File: src/sv/ale_pkg.sv
package ale_pkg;

  // Field widths fixed by the stream format.
  localparam int SAMPLE_W   = 16;
  localparam int ACC_W      = 25;
  localparam int MEM_W      = 24;
  localparam int MODE_W     = 2;
  localparam int SHIFT_W    = 4;
  localparam int RATIO_W    = 7;
  localparam int DELAY_W    = 14;
  localparam int CFG_IDX_W  = 3;
  localparam int CFG_DATA_W = 14;

  // Default delay line depth in samples.
  localparam int DEFAULT_MAX_DELAY = 8192;

  // Saturation limits for the output and for the stored echo sum.
  localparam int SAMPLE_MAX = 32767;
  localparam int SAMPLE_MIN = -32768;
  localparam int MEM_MAX    = 8388607;
  localparam int MEM_MIN    = -8388608;

  // Division by 100 as a multiply by ceil(2^36 / 100) and a shift by 36.
  // Exact for every product below 2^30, which covers 2^23 * 127.
  localparam int RECIP_W     = 30;
  localparam int RECIP_SHIFT = 36;
  localparam logic [RECIP_W-1:0] RECIP_100 = 30'd687194768;

  // Largest lowpass shift actually applied.
  localparam logic [SHIFT_W-1:0] MAX_SHIFT = 4'd8;

  // Configuration register indexes.
  localparam logic [CFG_IDX_W-1:0] CFG_EFFECT_MODE      = 3'd0;
  localparam logic [CFG_IDX_W-1:0] CFG_LOWPASS_SHIFT    = 3'd1;
  localparam logic [CFG_IDX_W-1:0] CFG_ECHO_RATIO       = 3'd2;
  localparam logic [CFG_IDX_W-1:0] CFG_ECHO_DELAY       = 3'd3;
  localparam logic [CFG_IDX_W-1:0] CFG_ECHO_STORE_INPUT = 3'd4;

  // Effect modes.
  typedef enum logic [MODE_W-1:0] {
    MODE_PASS    = 2'd0,
    MODE_LOWPASS = 2'd1,
    MODE_LP_ECHO = 2'd2,
    MODE_ECHO    = 2'd3
  } effect_mode_t;

  // Configuration reset values.
  localparam effect_mode_t        RST_EFFECT_MODE   = MODE_PASS;
  localparam logic [SHIFT_W-1:0]  RST_LOWPASS_SHIFT = 4'd5;
  localparam logic [RATIO_W-1:0]  RST_ECHO_RATIO    = 7'd25;
  localparam logic [DELAY_W-1:0]  RST_ECHO_DELAY    = 14'd4410;

  // One input item: a stereo pair and the start-of-sound flag.
  typedef struct packed {
    logic signed [SAMPLE_W-1:0] sample_left;
    logic signed [SAMPLE_W-1:0] sample_right;
    logic                       first_sample;
  } in_item_t;

  // One result item: the processed stereo pair.
  typedef struct packed {
    logic signed [SAMPLE_W-1:0] out_left;
    logic signed [SAMPLE_W-1:0] out_right;
  } out_item_t;

  // Control shared by both channel lanes.
  typedef struct packed {
    logic accept;       // item taken this cycle
    logic first;        // accepted item starts a new sound
    logic lp_en;        // lowpass active
    logic echo_en;      // echo active
    logic fb_store;     // delay line stores the clamped output
    logic store_input;  // delay line stores the input sample
    logic hist_ok;      // stage 1 item has a valid delayed sample
    logic ld2;          // stage 2 loads from stage 1
    logic ld3;          // stage 3 loads from stage 2
    logic ld_out;       // output register loads from stage 3
    logic mem_we;       // stage 3 writes its delay line slot
  } lane_ctrl_t;

endpackage

File: src/sv/ale_ctrl.sv
module ale_ctrl #(
  parameter int MAX_DELAY = ale_pkg::DEFAULT_MAX_DELAY
) (
  input  logic                         clk,
  input  logic                         rst_n,
  input  logic                         in_valid,
  input  logic                         in_first,
  input  logic                         out_ready,
  input  ale_pkg::effect_mode_t        effect_mode,
  input  logic                         echo_store_input,
  input  logic [ale_pkg::DELAY_W-1:0]  echo_delay,
  output logic                         in_ready,
  output logic                         out_valid,
  output ale_pkg::lane_ctrl_t          ctl,
  output logic [$clog2(MAX_DELAY)-1:0] rd_addr,
  output logic [$clog2(MAX_DELAY)-1:0] wr_addr
);

  import ale_pkg::*;

  localparam int AW = $clog2(MAX_DELAY);
  localparam int DW = $clog2(MAX_DELAY + 1);
  localparam int CW = (DW > DELAY_W) ? DW : DELAY_W;

  localparam logic [CW-1:0] MAX_C     = CW'(MAX_DELAY);
  localparam logic [AW-1:0] LAST_SLOT = AW'(MAX_DELAY - 1);
  localparam logic [DW-1:0] HIST_FULL = DW'(MAX_DELAY);

  logic [AW-1:0] w_r;
  logic [DW-1:0] hist_r;
  logic          s1_v_r;
  logic          s2_v_r;
  logic          s3_v_r;
  logic          out_v_r;
  logic [AW-1:0] s1_w_r;
  logic [AW-1:0] s2_w_r;
  logic [AW-1:0] s3_w_r;
  logic          s1_ok_r;

  logic          lp_en;
  logic          echo_en;
  logic [CW-1:0] dly_ext;
  logic [CW-1:0] d_eff;
  logic [CW-1:0] w_ext;
  logic [CW-1:0] r_ext;
  logic          hazard;
  logic          ld1;
  logic          ld2;
  logic          ld3;
  logic          ld_out;
  logic          accept;
  logic [AW-1:0] w_cur;
  logic [AW-1:0] w_inc;
  logic [DW-1:0] hist_cur;
  logic [DW-1:0] hist_inc;
  logic          hist_ok;

  // Mode decode and effective delay.
  always_comb begin
    lp_en   = (effect_mode == MODE_LOWPASS) || (effect_mode == MODE_LP_ECHO);
    echo_en = (effect_mode == MODE_LP_ECHO) || (effect_mode == MODE_ECHO);
    dly_ext = CW'(echo_delay);
    if (dly_ext == '0) begin
      d_eff = CW'(1);
    end else if (dly_ext > MAX_C) begin
      d_eff = MAX_C;
    end else begin
      d_eff = dly_ext;
    end
  end

  // Read slot is the write slot minus the delay, wrapped around the line.
  always_comb begin
    w_ext = CW'(w_r);
    if (w_ext >= d_eff) begin
      r_ext = w_ext - d_eff;
    end else begin
      r_ext = w_ext + (MAX_C - d_eff);
    end
    rd_addr = r_ext[AW-1:0];
  end

  // Hold off an item whose read slot is still owed by an item in flight.
  assign hazard = echo_en &&
                  ((s1_v_r && (s1_w_r == rd_addr)) ||
                   (s2_v_r && (s2_w_r == rd_addr)) ||
                   (s3_v_r && (s3_w_r == rd_addr)));

  // Each stage moves when the one after it is empty or moving.
  always_comb begin
    ld_out   = !out_v_r || out_ready;
    ld3      = !s3_v_r || ld_out;
    ld2      = !s2_v_r || ld3;
    ld1      = !s1_v_r || ld2;
    in_ready = ld1 && !hazard;
    accept   = in_valid && in_ready;
  end

  // Write slot and history count, cleared at the start of a sound.
  always_comb begin
    w_cur    = in_first ? '0 : w_r;
    hist_cur = in_first ? '0 : hist_r;
    w_inc    = (w_cur == LAST_SLOT) ? '0 : w_cur + 1'b1;
    hist_inc = (hist_cur == HIST_FULL) ? hist_cur : hist_cur + 1'b1;
    hist_ok  = CW'(hist_cur) >= d_eff;
  end

  always_ff @(posedge clk) begin
    if (!rst_n) begin
      w_r     <= '0;
      hist_r  <= '0;
      s1_v_r  <= 1'b0;
      s2_v_r  <= 1'b0;
      s3_v_r  <= 1'b0;
      out_v_r <= 1'b0;
    end else begin
      if (accept) begin
        w_r    <= echo_en ? w_inc : w_cur;
        hist_r <= echo_en ? hist_inc : hist_cur;
      end
      if (ld1) begin
        s1_v_r <= accept;
      end
      if (ld2) begin
        s2_v_r <= s1_v_r;
      end
      if (ld3) begin
        s3_v_r <= s2_v_r;
      end
      if (ld_out) begin
        out_v_r <= s3_v_r;
      end
    end
  end

  // Slot addresses travel with their items.
  always_ff @(posedge clk) begin
    if (ld1) begin
      s1_w_r  <= w_cur;
      s1_ok_r <= hist_ok;
    end
    if (ld2) begin
      s2_w_r <= s1_w_r;
    end
    if (ld3) begin
      s3_w_r <= s2_w_r;
    end
  end

  assign wr_addr   = s3_w_r;
  assign out_valid = out_v_r;

  // Control bundle for both lanes.
  always_comb begin
    ctl.accept      = accept;
    ctl.first       = in_first;
    ctl.lp_en       = lp_en;
    ctl.echo_en     = echo_en;
    ctl.fb_store    = (effect_mode == MODE_LP_ECHO);
    ctl.store_input = echo_store_input;
    ctl.hist_ok     = s1_ok_r;
    ctl.ld2         = ld2;
    ctl.ld3         = ld3;
    ctl.ld_out      = ld_out;
    ctl.mem_we      = s3_v_r && ld_out && echo_en;
  end

endmodule
File: config.mk
export PLATFORM = sky130hd
export DESIGN_NAME = ale_ctrl
export DESIGN_NICKNAME = d
export VERILOG_FILES = /design/src/sv/ale_pkg.sv /design/src/sv/ale_ctrl.sv
export SDC_FILE = /design/constraint.sdc
export NUM_CORES = 1
export LEC_CHECK = 0
export BUFFER_PORTS_ARGS = -buffer_cell sky130_fd_sc_hd__buf_4
export CAP_MARGIN = 30
export CORE_MARGIN = 2
export CORE_UTILIZATION = 46
export DETAILED_ROUTE_END_ITERATION = 6
export HOLD_SLACK_MARGIN = 0.08
export PLACE_DENSITY = 0.76
export SYNTH_ARGS = -nofsm -noshare
export SYNTH_HDL_FRONTEND = slang
export SYNTH_SLANG_ARGS = --single-unit
export TNS_END_PERCENT = 100
File: constraint.sdc
create_clock -name clk -period 4 [get_ports clk]
set_input_delay 0.4 -clock clk [delete_from_list [all_inputs] [get_ports clk]]
set_output_delay 0.4 -clock clk [all_outputs]
set_load 0.01 [all_outputs]
==> results of run 1 <==
## area by class of cell
class / instances / area [um^2]
Clock inverter: 5 / 48.8
Tap cell: 143 / 179
Clock buffer: 11 / 233
Inverter: 27 / 104
Sequential cell: 71 / 1820
Fill cell: 919 / 3900
Timing Repair Buffer: 186 / 1530
Multi-Input combinational cell: 447 / 3600
## cells in the mapped netlist (all sizes together), types with 8 or more instances
master / instances / area, um^2
ha: 33 / 413
and3: 11 / 73.8
edfxtp: 40 / 1200
nor2: 31 / 135
nand3: 18 / 95.1
nand4: 10 / 62.6
nor4: 17 / 106
dfxtp: 31 / 621
o21ai: 24 / 120
nor2b: 26 / 163
clkbuf: 14 / 52.6
a211oi: 9 / 92.6
nand2: 44 / 165
buf: 19 / 139
xnor2: 28 / 253
a21oi: 41 / 224
xor2: 21 / 184
a21o: 8 / 60.1
o21a: 14 / 113
nor3: 11 / 71.3
inv: 27 / 104
## metal layers
metal | global-route usage [%] | vias up
li1 | - | 2496
met1 | 31.8 | 2567
met2 | 49.5 | 247
met3 | 6.48 | 72
met4 | 13.4 | 0
met5 | 0 | -
## cell families after synthesis
group | Yosys count | share of synthesized area, %
AND/OR/NAND/NOR | 203 | 21.5
multiplexers | 6 | 1.17
buffers and inverters | 60 | 5.50
flip-flops | 71 | 34.0
adder cells (fa/ha/maj) | 34 | 8.07
AO/OA/AOI/OAI | 153 | 20.8
XOR/XNOR | 51 | 8.98
## power breakdown
part / internal (uW) / switching, uW / leakage, uW
logic: 256 / 267 / 0.00238
clock network: 478 / 311 / 0.000141
registers: 775 / 10.2 / 0.000743
## worst max-delay path, stage by stage
cell and delay [ns]:
buf_6 0.10, nor4_4 0.29, nand4_1 0.18, a21oi_2 0.20, ha_2 0.21, inv_2 0.04, fa_2 0.40, a211oi_4 0.23
buf_6 0.16, o31ai_4 0.09, a21o_1 0.24, o2bb2ai_1 0.13, or4b_4 0.49, a2111oi_4 0.20, a32o_2 0.31, o21a_4 0.17
a21oi_2 0.04, buf_4 0.14
## stage by stage
stage	util [%]	setup TNS, ns	cells
after floorplan	-	-0.942	578
after global placement	58.3	-17.07	851
after detailed placement	58.3	-18.21	851
after CTS	64.5	-5.37	884
after global routing	65.8	-11.67	890
final	65.8	-6.87	890
## worst min path at each step
stage / startpoint / to / slack, ns / cells after the start
after floorplan: s2_w_r[4] / wr_addr[4] / 0.44 / 0
after global placement: s2_w_r[6] / wr_addr[6] / 0.45 / 0
after detailed placement: s2_w_r[1] / wr_addr[1] / 0.46 / 0
after CTS: out_ready / out_valid / 0.39 / 4
after global routing: rst_n / hist_r[12] / 0.41 / 2
final: out_ready / out_valid / 0.39 / 4
## sequential cells by signal, summed over array words and instances (netlist names)
signal and cells:
hist_r 14, s1_w_r 13, s2_w_r 13, w_r 13, wr_addr 13, out_valid 1, s1_ok_r 1, s1_v_r 1
s2_v_r 1, s3_v_r 1
## timing repair
action / in CTS / in global routing
gates resized for setup: 52 / 28
setup buffers: 16 / 10
hold buffers: 0 / 0
pin swaps: 42 / 22
endpoints found under the setup margin: 30 / 30
gates cloned: 2 / 0
==> impl_results.md, run 1 <==
* Crit end category: output port
* Remaining DRCs at 0
* Final count of hold timing violations at 0
* Vias in the first global route at approximately 5500
* Flops & latches, synth at around 70
* Number of buffers created by CTS at 9
* Post-route cell area at between 0.007 and 0.008 mm^2
* Fin. max-slew vios at 0
* Wirelength per Cell at 19.7 um
* Final nets at approximately 800
* VDD IR max at 0.000236 V
* # diodes at 0
* Worst-path maximum fanout at 5
* Initial antenna violation count at 0
* Top_reg_cell synth: edfxtp_1
* Post-synth EDFFs at 40
* Starting density of the core at between 40% and 50%
* Die Y at 112 um
* M1 wire length at around 6800 um
* Final setup fails at 28
* Commonest non-fill, non-tap cell in the layout: buf_4
* Setup Slack @ Placement at -0.727 ns
* Worst-Skew Late Latency at ~0.34 ns
* Synthesized Nets at between 600 and 700
* Post-Syn Area at roughly 0.0054 mm^2
* Hold Crit Class: in -> reg
* Synth async-reset ratio at 0%
* Worst Setup Start Kind: primary input
* Gr usage total at between 20% and 30%
* Failing checks: setup timing
* Placed cell area at ~0.0067 mm^2
* Row count at 39
* Max Root-Sink Buffers at 2
* Worst Max-Slew Pin Slew at approximately 1.1 ns
* Sequential share of the synthesized area at 34.0%
* Crit Path Category: in -> out
* Worst reg2reg startpoint: w_r[0]
* Synth cell types at 80
* Required @ worst endpoint at between 3 and 4 ns
* Clock-pin slew on the worst setup and hold paths at ~0.060 ns
* Status: complete, but fails checks
* I/O Buffers at 58
* Vias per std cell at 6.05
* Top Ports at 61
* TritonCTS clock tree: done
* Power Density at between 200 and 300 mW/mm^2
* Maxcap violations at 0
* Die area at between 0.01 and 0.015 mm^2
* Wirelength, routed at 17600 um
* Max transition margin at 24.1%
* Post-route setup slack at -0.434 ns
* Worst Setup EP: in_ready
* DR iter-0 viols at about 390
* Period utilisation layout at 111%
* Leakage power at 0.00326 uW
* P&R area growth vs syn at 40.1%
* Fin crit period at between 4 and 5 ns
* Post-synthesis cell count at about 580
* Share of post-route cells with drive strength above 1 at a little under two fifths
* First-pass GRT wire length at 27600 um
* Post-DP HPWL at 12900 um
* Core Box Area at around 0.011 mm^2
* Final Wtd Congestion at around 1
* RSZ-0062 raised after global routing: yes
* RR Endpoint: hist_r[12]
* FF-to-FF path depth at 21
* Crit path DAT at just over 4 ns
* Most frequent cells in the layout: 161 x buf_4, 44 x nand2_1, 40 x edfxtp_1, 31 x ha_1, 31 x dfxtp_1
* Critical path origin: echo_delay[2]
* Routed wl met3 at between 1000 and 1500 um
* Detail Route Antenna Nets at 0
* Overall power at around 2100 uW
* Met2 routed WL at between 8000 and 9000 um
* Flop2flop setup slack at -0.13 ns
* Top Layer Used: met4
* TritonRoute pass-1 iters at 5
* Total gr overflow at 0
* Pin count of the biggest net entering global routing at 41
* Highest clock rate at roughly 230 MHz
* Syn Area/Cell at just over 9 um^2
* Clk root buf: clkbuf_16
* Clk sinks at 71
* Synthesis Warnings at 0
* Clock H-tree levels at 3
* Die Wd at about 110 um
* Post-route clock skew at 0.00587 ns
* Hold_ws at about 0.39 ns
* Routed via count at approximately 5400
Power figures use the tool's default switching activity.
==> run 2, diff against run 1 <==
--- a/config.mk
+++ b/config.mk
@@ -7,11 +7,13 @@
 export LEC_CHECK = 0
 export BUFFER_PORTS_ARGS = -buffer_cell sky130_fd_sc_hd__buf_4
 export CAP_MARGIN = 30
+export CELL_PAD_IN_SITES_DETAIL_PLACEMENT = 1
+export CELL_PAD_IN_SITES_GLOBAL_PLACEMENT = 2
 export CORE_MARGIN = 2
-export CORE_UTILIZATION = 46
+export CORE_UTILIZATION = 34
 export DETAILED_ROUTE_END_ITERATION = 6
 export HOLD_SLACK_MARGIN = 0.08
-export PLACE_DENSITY = 0.76
+export PLACE_DENSITY = 0.86
 export SYNTH_ARGS = -nofsm -noshare
 export SYNTH_HDL_FRONTEND = slang
 export SYNTH_SLANG_ARGS = --single-unit
==> impl_results.md, run 2 (same netlist as run 1, synthesis figures left out) <==
* Clock H-tree levels at 3 (unchanged)
* Share of post-route cells with drive strength above 1 at 39.0% (+2.2 points)
* Core Box Area at 0.0153 mm^2 (+34%)
* Most frequent cells in the layout: 175 x buf_4, 44 x nand2_1, 40 x edfxtp_1, 31 x ha_1, 31 x dfxtp_1
* Row count at 45 (+15%)
* TNS Setup at -10.59 ns (-3.72 ns)
* Top Ports at 61 (unchanged)
* Vias in the first global route at 5790 (+6.2%)
* Pin count of the biggest net entering global routing at 41 (unchanged)
* RR Endpoint: hist_r[11]
* Period utilisation layout at 114% (+3.3 points)
* TritonCTS clock tree: done
* Min-Delay Endpoint: out_valid
* P&R area growth vs syn at 44.6%
* Clk sinks at 71 (unchanged)
* FF-to-FF path depth at 21 (unchanged)
* Net Sw Power at 633 uW (+7.5%)
* Wirelength, routed at 19800 um (+12%)
* Crit path DAT at 4.17 ns (+0.14 ns)
* TritonRoute pass-1 iters at 4 (-1)
* Maxcap violations at 0 (unchanged)
* Max Root-Sink Buffers at 2 (unchanged)
* Hold Startpoint: out_ready
* Required @ worst endpoint at 3.60 ns (about the same)
* Worst reg2reg startpoint: w_r[0]
* Initial antenna violation count at 1 (+1)
* Max transition margin at 33.6% (+9.5 points)
* Comb power frac at 25.3% (+0.4 points)
* Power Density at 282 mW/mm^2 (+1.2%)
* Vias per std cell at 5.52 (-8.7%)
* Filler cell count at 1748 (+90%)
* Fin. max-slew vios at 0 (unchanged)
* Area of the multi-input gates at 0.00368 mm^2 (+2.4%)
* Routed via count at 5342 (-0.74%)
* Leakage power at 0.00331 uW (+1.6%)
* Worst-path maximum fanout at 5 (unchanged)
* Status: complete, but fails checks
* Worst Setup Start Kind: primary input
* Clock-pin slew on the worst setup and hold paths at 0.06 ns (about the same)
* Commonest non-fill, non-tap cell in the layout: buf_4
* Fin crit period at 4.57 ns (+0.133 ns)
* Final nets at 807 (+1.1%)
* I/O Buffers at 58 (unchanged)
* First-pass GRT wire length at 30800 um (+12%)
* Highest clock rate at 219 MHz (-2.9%)
* Gr usage total at 23.9% (-4.1 points)
* Crit end category: output port
* Die Wd at 130 um (+16%)
* Sequential share of power at 35.8% (-1.6 points)
* Register area at 0.00182 mm^2 (unchanged)
* VDD IR max at 0.000217 V (-8.3%)
* WHS Path Cells at 4 (unchanged)
* Die Y at 130 um (+16%)
* Final Wtd Congestion at 0.905 (-10%)
* Detail Route Antenna Nets at 0 (unchanged)
* Starting density of the core at 35.0% (-12 points)
* Critical path origin: echo_delay[8]
* Failing checks: setup timing
* Final setup fails at 30 (+7.1%)
* Biggest register: hist_r
* Post-route clock skew at 0.00936 ns (+0.00348 ns)
* Max reg flops at 14 (unchanged)
* Total gr overflow at 0 (unchanged)
* Number of buffers created by CTS at 9 (unchanged)
* Clk root buf: clkbuf_16
* Worst Max-Slew Pin Slew at 0.995 ns (-0.143 ns)
* Internal at 1560 uW (+3.3%)
* DR iter-0 viols at 312 (-19%)
* Flop2flop setup slack at -0.12 ns (about the same)
* Sw Share at 28.9% (+0.81 points)
* Worst-Skew Late Latency at 0.35 ns (about the same)
* Wirelength per Cell at 20.4 um (+3.3%)
* Clk pwr share at 38.9% (+1.3 points)
* Final count of hold timing violations at 0 (unchanged)
* Hold Crit Class: in -> reg
* Post-DP HPWL at 14600 um (+14%)
* Setup Slack @ Placement at -0.714 ns (+0.0125 ns)
* Remaining DRCs at 0 (unchanged)
* Crit Path Category: in -> out
* RSZ-0062 raised after global routing: yes
* Die area at 0.0168 mm^2 (+34%)
* Post-route setup slack at -0.567 ns (-0.133 ns)
run 2: changes by cell type in the layout (fill, tap and decap cells not counted), sizes merged:
cell / delta
inv: +1
diode: +1
clkbuf: +2
bufinv: -1
buf: +9
clkinv: -2
run 2: what timing repair did:
item	in CTS	in global routing
resized for setup	46	39
endpoints found under the hold margin	0	0
pin swaps	42	26
hold buffers	0	0
setup endpoints to repair	30	30
setup buffers	16	7
run 2: metrics by stage:
stage / std cells / total power, uW / utilization (%) / instance area (um^2) / hold WS [ns]
floorplan: 578 / 1060 / - / 5450 / 0.439
global route: 967 / 2280 / 50.6 / 7760 / 0.400
global placement: 929 / 1270 / 44.5 / 6820 / 0.457
finish: 968 / 2190 / 50.7 / 7760 / 0.388
CTS: 961 / 2180 / 48.9 / 7490 / 0.377
detailed placement: 929 / 1290 / 44.5 / 6820 / 0.459
run 2: final cells by class:
class | count | area share, %
Inverter | 27 | 1.34
Sequential cell | 71 | 23.5
Antenna cell | 1 | 0.0323
Multi-Input combinational cell | 447 | 47.5
Clock inverter | 3 | 0.258
Tap cell | 211 | 3.40
Timing Repair Buffer | 195 | 20.2
Clock buffer | 13 | 3.77
run 2: layer usage:
layer	vias to the layer above	share of wire, %	GRT usage [%]
met2	116	53	43.7
met5	-	0	0
met3	36	3.4	4.13
met4	0	2.7	8.98
li1	2507	-	-
met1	2683	41	27.7
run 2: worst max path at each step:
stage                     endpoint  slack, ns
after global placement      w_r[8]      -0.67
after detailed placement    w_r[8]      -0.71
final                      ctl[10]      -0.57
after floorplan            ctl[10]      -0.24
after CTS                  ctl[10]      -0.59
after global routing       ctl[10]      -0.69
run 2: worst max-delay path, stage by stage:
cell and delay [ns]:
buf_8 0.10, nor4_4 0.26, nand4_1 0.16, a21oi_2 0.27, ha_2 0.23, inv_2 0.04, fa_2 0.40, a211oi_4 0.24
buf_6 0.17, buf_4 0.12, or3_4 0.11, and3_4 0.20, o2bb2ai_2 0.07, or4b_4 0.50, a2111oi_4 0.19, a32o_2 0.32
nor3_4 0.09, nor2_8 0.13, inv_4 0.05, buf_6 0.11
run 2: power by group through the flow:
stage	Clock (uW)	Combinational [uW]	Sequential (uW)
floorplan	0	266	798
global placement	0	475	799
detailed placement	0	492	800
CTS	870	523	784
global route	901	595	786
finish	851	555	785
==> run 3, diff against run 2 <==
--- a/config.mk
+++ b/config.mk
@@ -7,7 +7,7 @@
 export LEC_CHECK = 0
 export BUFFER_PORTS_ARGS = -buffer_cell sky130_fd_sc_hd__buf_4
 export CAP_MARGIN = 30
-export CELL_PAD_IN_SITES_DETAIL_PLACEMENT = 1
+export CELL_PAD_IN_SITES_DETAIL_PLACEMENT = 0
 export CELL_PAD_IN_SITES_GLOBAL_PLACEMENT = 2
 export CORE_MARGIN = 2
 export CORE_UTILIZATION = 34
==> impl_results.md, run 3 (same netlist as run 1, synthesis figures left out) <==
* Non-filler cells, final at 965 (-0.31%)
* Initial antenna violation count at 0 (-1)
* Total gr overflow at 0 (unchanged)
* Final Wtd Congestion at 0.905 (unchanged)
* Fin. max-slew vios at 0 (unchanged)
* RSZ-0062 raised after global routing: yes
* Hold_ws at 0.394 ns (+0.00592 ns)
* Post-CTS Hold Buffers at 0 (unchanged)
* Final nets at 805 (-0.25%)
* Wirelength, routed at 17500 um (-12%)
* Max Root-Sink Buffers at 2 (unchanged)
* Crit path DAT at 4.18 ns (about the same)
* Post-route clock skew at 0.00886 ns (-0.000492 ns)
* Status: complete, but fails checks
* Hold Crit Class: in -> reg
* Max transition margin at 33.7% (+0.13 points)
* Worst-path maximum fanout at 5 (unchanged)
* Leakage power at 0.00332 uW (about the same)
* Die Wd at 130 um (unchanged)
* Detail Route Antenna Nets at 0 (unchanged)
* First-pass GRT wire length at 27300 um (-11%)
* Wirelength per Cell at 18.1 um (-11%)
* Die area at 0.0168 mm^2 (unchanged)
* Post-route cell area at 0.00768 mm^2 (-0.98%)
* Pin count of the biggest net entering global routing at 41 (unchanged)
* Met1 usage at 25.9% (-1.8 points)
* GR peak layer: met2
* Remaining DRCs at 0 (unchanged)
* DR iter-0 viols at 382 (+22%)
* Vias per std cell at 5.41 (-2.0%)
* Final count of hold timing violations at 0 (unchanged)
* Top Ports at 61 (unchanged)
* Worst Setup Start Kind: primary input
* Gr usage total at 21.1% (-2.8 points)
* Final setup fails at 30 (unchanged)
* Clk sinks at 71 (unchanged)
* Vias in the first global route at 5240 (-9.5%)
* Routed via count at 5217 (-2.3%)
* Crit end category: output port
* Post-route setup slack at -0.581 ns (-0.0138 ns)
* TritonCTS clock tree: done
* Failing checks: setup timing
* Area of the multi-input gates at 0.00358 mm^2 (-2.8%)
* Commonest non-fill, non-tap cell in the layout: buf_4
* # diodes at 0 (-1)
* Biggest register: hist_r
* Required @ worst endpoint at 3.60 ns (about the same)
* Starting density of the core at 35.0% (unchanged)
* Clock-pin slew on the worst setup and hold paths at 0.05 ns (about the same)
* Clock H-tree levels at 3 (unchanged)
* Register area at 0.00182 mm^2 (unchanged)
* I/O Buffers at 58 (unchanged)
* Highest clock rate at 218 MHz (-0.30%)
* Fin crit period at 4.58 ns (+0.0138 ns)
* Worst Max-Slew Pin Slew at 0.993 ns (-0.00196 ns)
* Core Box Area at 0.0153 mm^2 (unchanged)
* Row count at 45 (unchanged)
* Worst-Skew Late Latency at 0.35 ns (about the same)
* Max reg flops at 14 (unchanged)
* Clk root buf: clkbuf_16
* Post-DP HPWL at 13200 um (-9.6%)
* Share of post-route cells with drive strength above 1 at 37.4% (-1.6 points)
* Maxcap violations at 0 (unchanged)
* VDD IR max at 0.000195 V (-10%)
* Global routing usage on met3 at 3.14% (-0.99 points)
* Power Density at 291 mW/mm^2 (+2.9%)
* Placed cell area at 0.00682 mm^2 (unchanged)
* Period utilisation layout at 115% (+0.35 points)
* Setup Slack @ Placement at -0.787 ns (-0.0724 ns)
* P&R area growth vs syn at 43.2%
* Crit Path Category: in -> out
* Most frequent cells in the layout: 173 x buf_4, 44 x nand2_1, 40 x edfxtp_1, 32 x ha_1, 31 x dfxtp_1
* Number of buffers created by CTS at 9 (unchanged)
* DP Cell Count at 929 (unchanged)
* Die Y at 130 um (unchanged)
* Filler cell count at 1424 (-19%)
* TritonRoute pass-1 iters at 5 (+1)
* Met2 Resource Use GR at 37.4% (-6.3 points)
[run 3: cell types whose count changed in the layout (fill, tap and decap cells not counted), sizes merged]
cell and change:
inv -1, buf -2, diode -1, bufinv +1
[run 3: stage by stage]
step	util, %	total power (uW)	TNS (ns)
floorplan	-	1060	-0.942
global placement	44.5	1270	-15.73
detailed placement	44.5	1280	-19.23
CTS	48.6	2230	-8.41
global route	50.2	2320	-15.16
finish	50.2	2230	-9.81
[run 3: layout make-up]
class                           instances  share of cell area, %
Clock inverter                          3                  0.570
Timing Repair Buffer                  193                   20.4
Tap cell                              211                   3.44
Multi-Input combinational cell        447                   46.6
Inverter                               27                   1.35
Clock buffer                           13                   3.94
Sequential cell                        71                   23.7
[run 3: timing repair]
item                                    in CTS  in global routing
endpoints found under the setup margin      30                 30
buffers inserted                            10                 10
gates cloned                                 1                  0
resized for setup                           32                 37
pin swaps                                   14                 28
[run 3: worst paths after layout]
kind | end | cells after the start | slack (ns) | from
setup / recovery | ctl[10] | 19 | -0.58 | echo_delay[2]
hold / removal | out_valid | 4 | 0.39 | out_ready
setup reg to reg | w_r[1] | 20 | -0.01 | w_r[0]
hold reg to reg | s2_w_r[1] | 0 | 0.47 | s1_w_r[1]
[run 3: report_power, final]
part | internal (uW) | leakage (uW) | total, uW | switching, uW
clock network | 593 | 0.000172 | 921 | 328
registers | 775 | 0.000743 | 785 | 10.1
logic | 262 | 0.00240 | 528 | 266
total | 1630 | 0.00332 | 2230 | 604
[run 3: critical path: stages]
cell and delay (ns):
buf_8 0.10, nor4_4 0.29, nand4_1 0.17, a21oi_2 0.27
ha_2 0.24, inv_2 0.04, fa_2 0.40, a211oi_4 0.23
buf_6 0.16, o31a_4 0.15, a211o_1 0.16, a211oi_2 0.08
or4b_1 0.55, a2111oi_2 0.22, a32o_2 0.34, nor3_4 0.09
nor2_8 0.13, inv_4 0.05, buf_6 0.11
[run 3: layer usage]
metal,up-vias,wire length (um),share of wire (%)
li1,2503,-,-
met5,-,0,0
met4,0,452,2.6
met2,148,8750,50
met3,35,610,3.5
met1,2531,7640,44
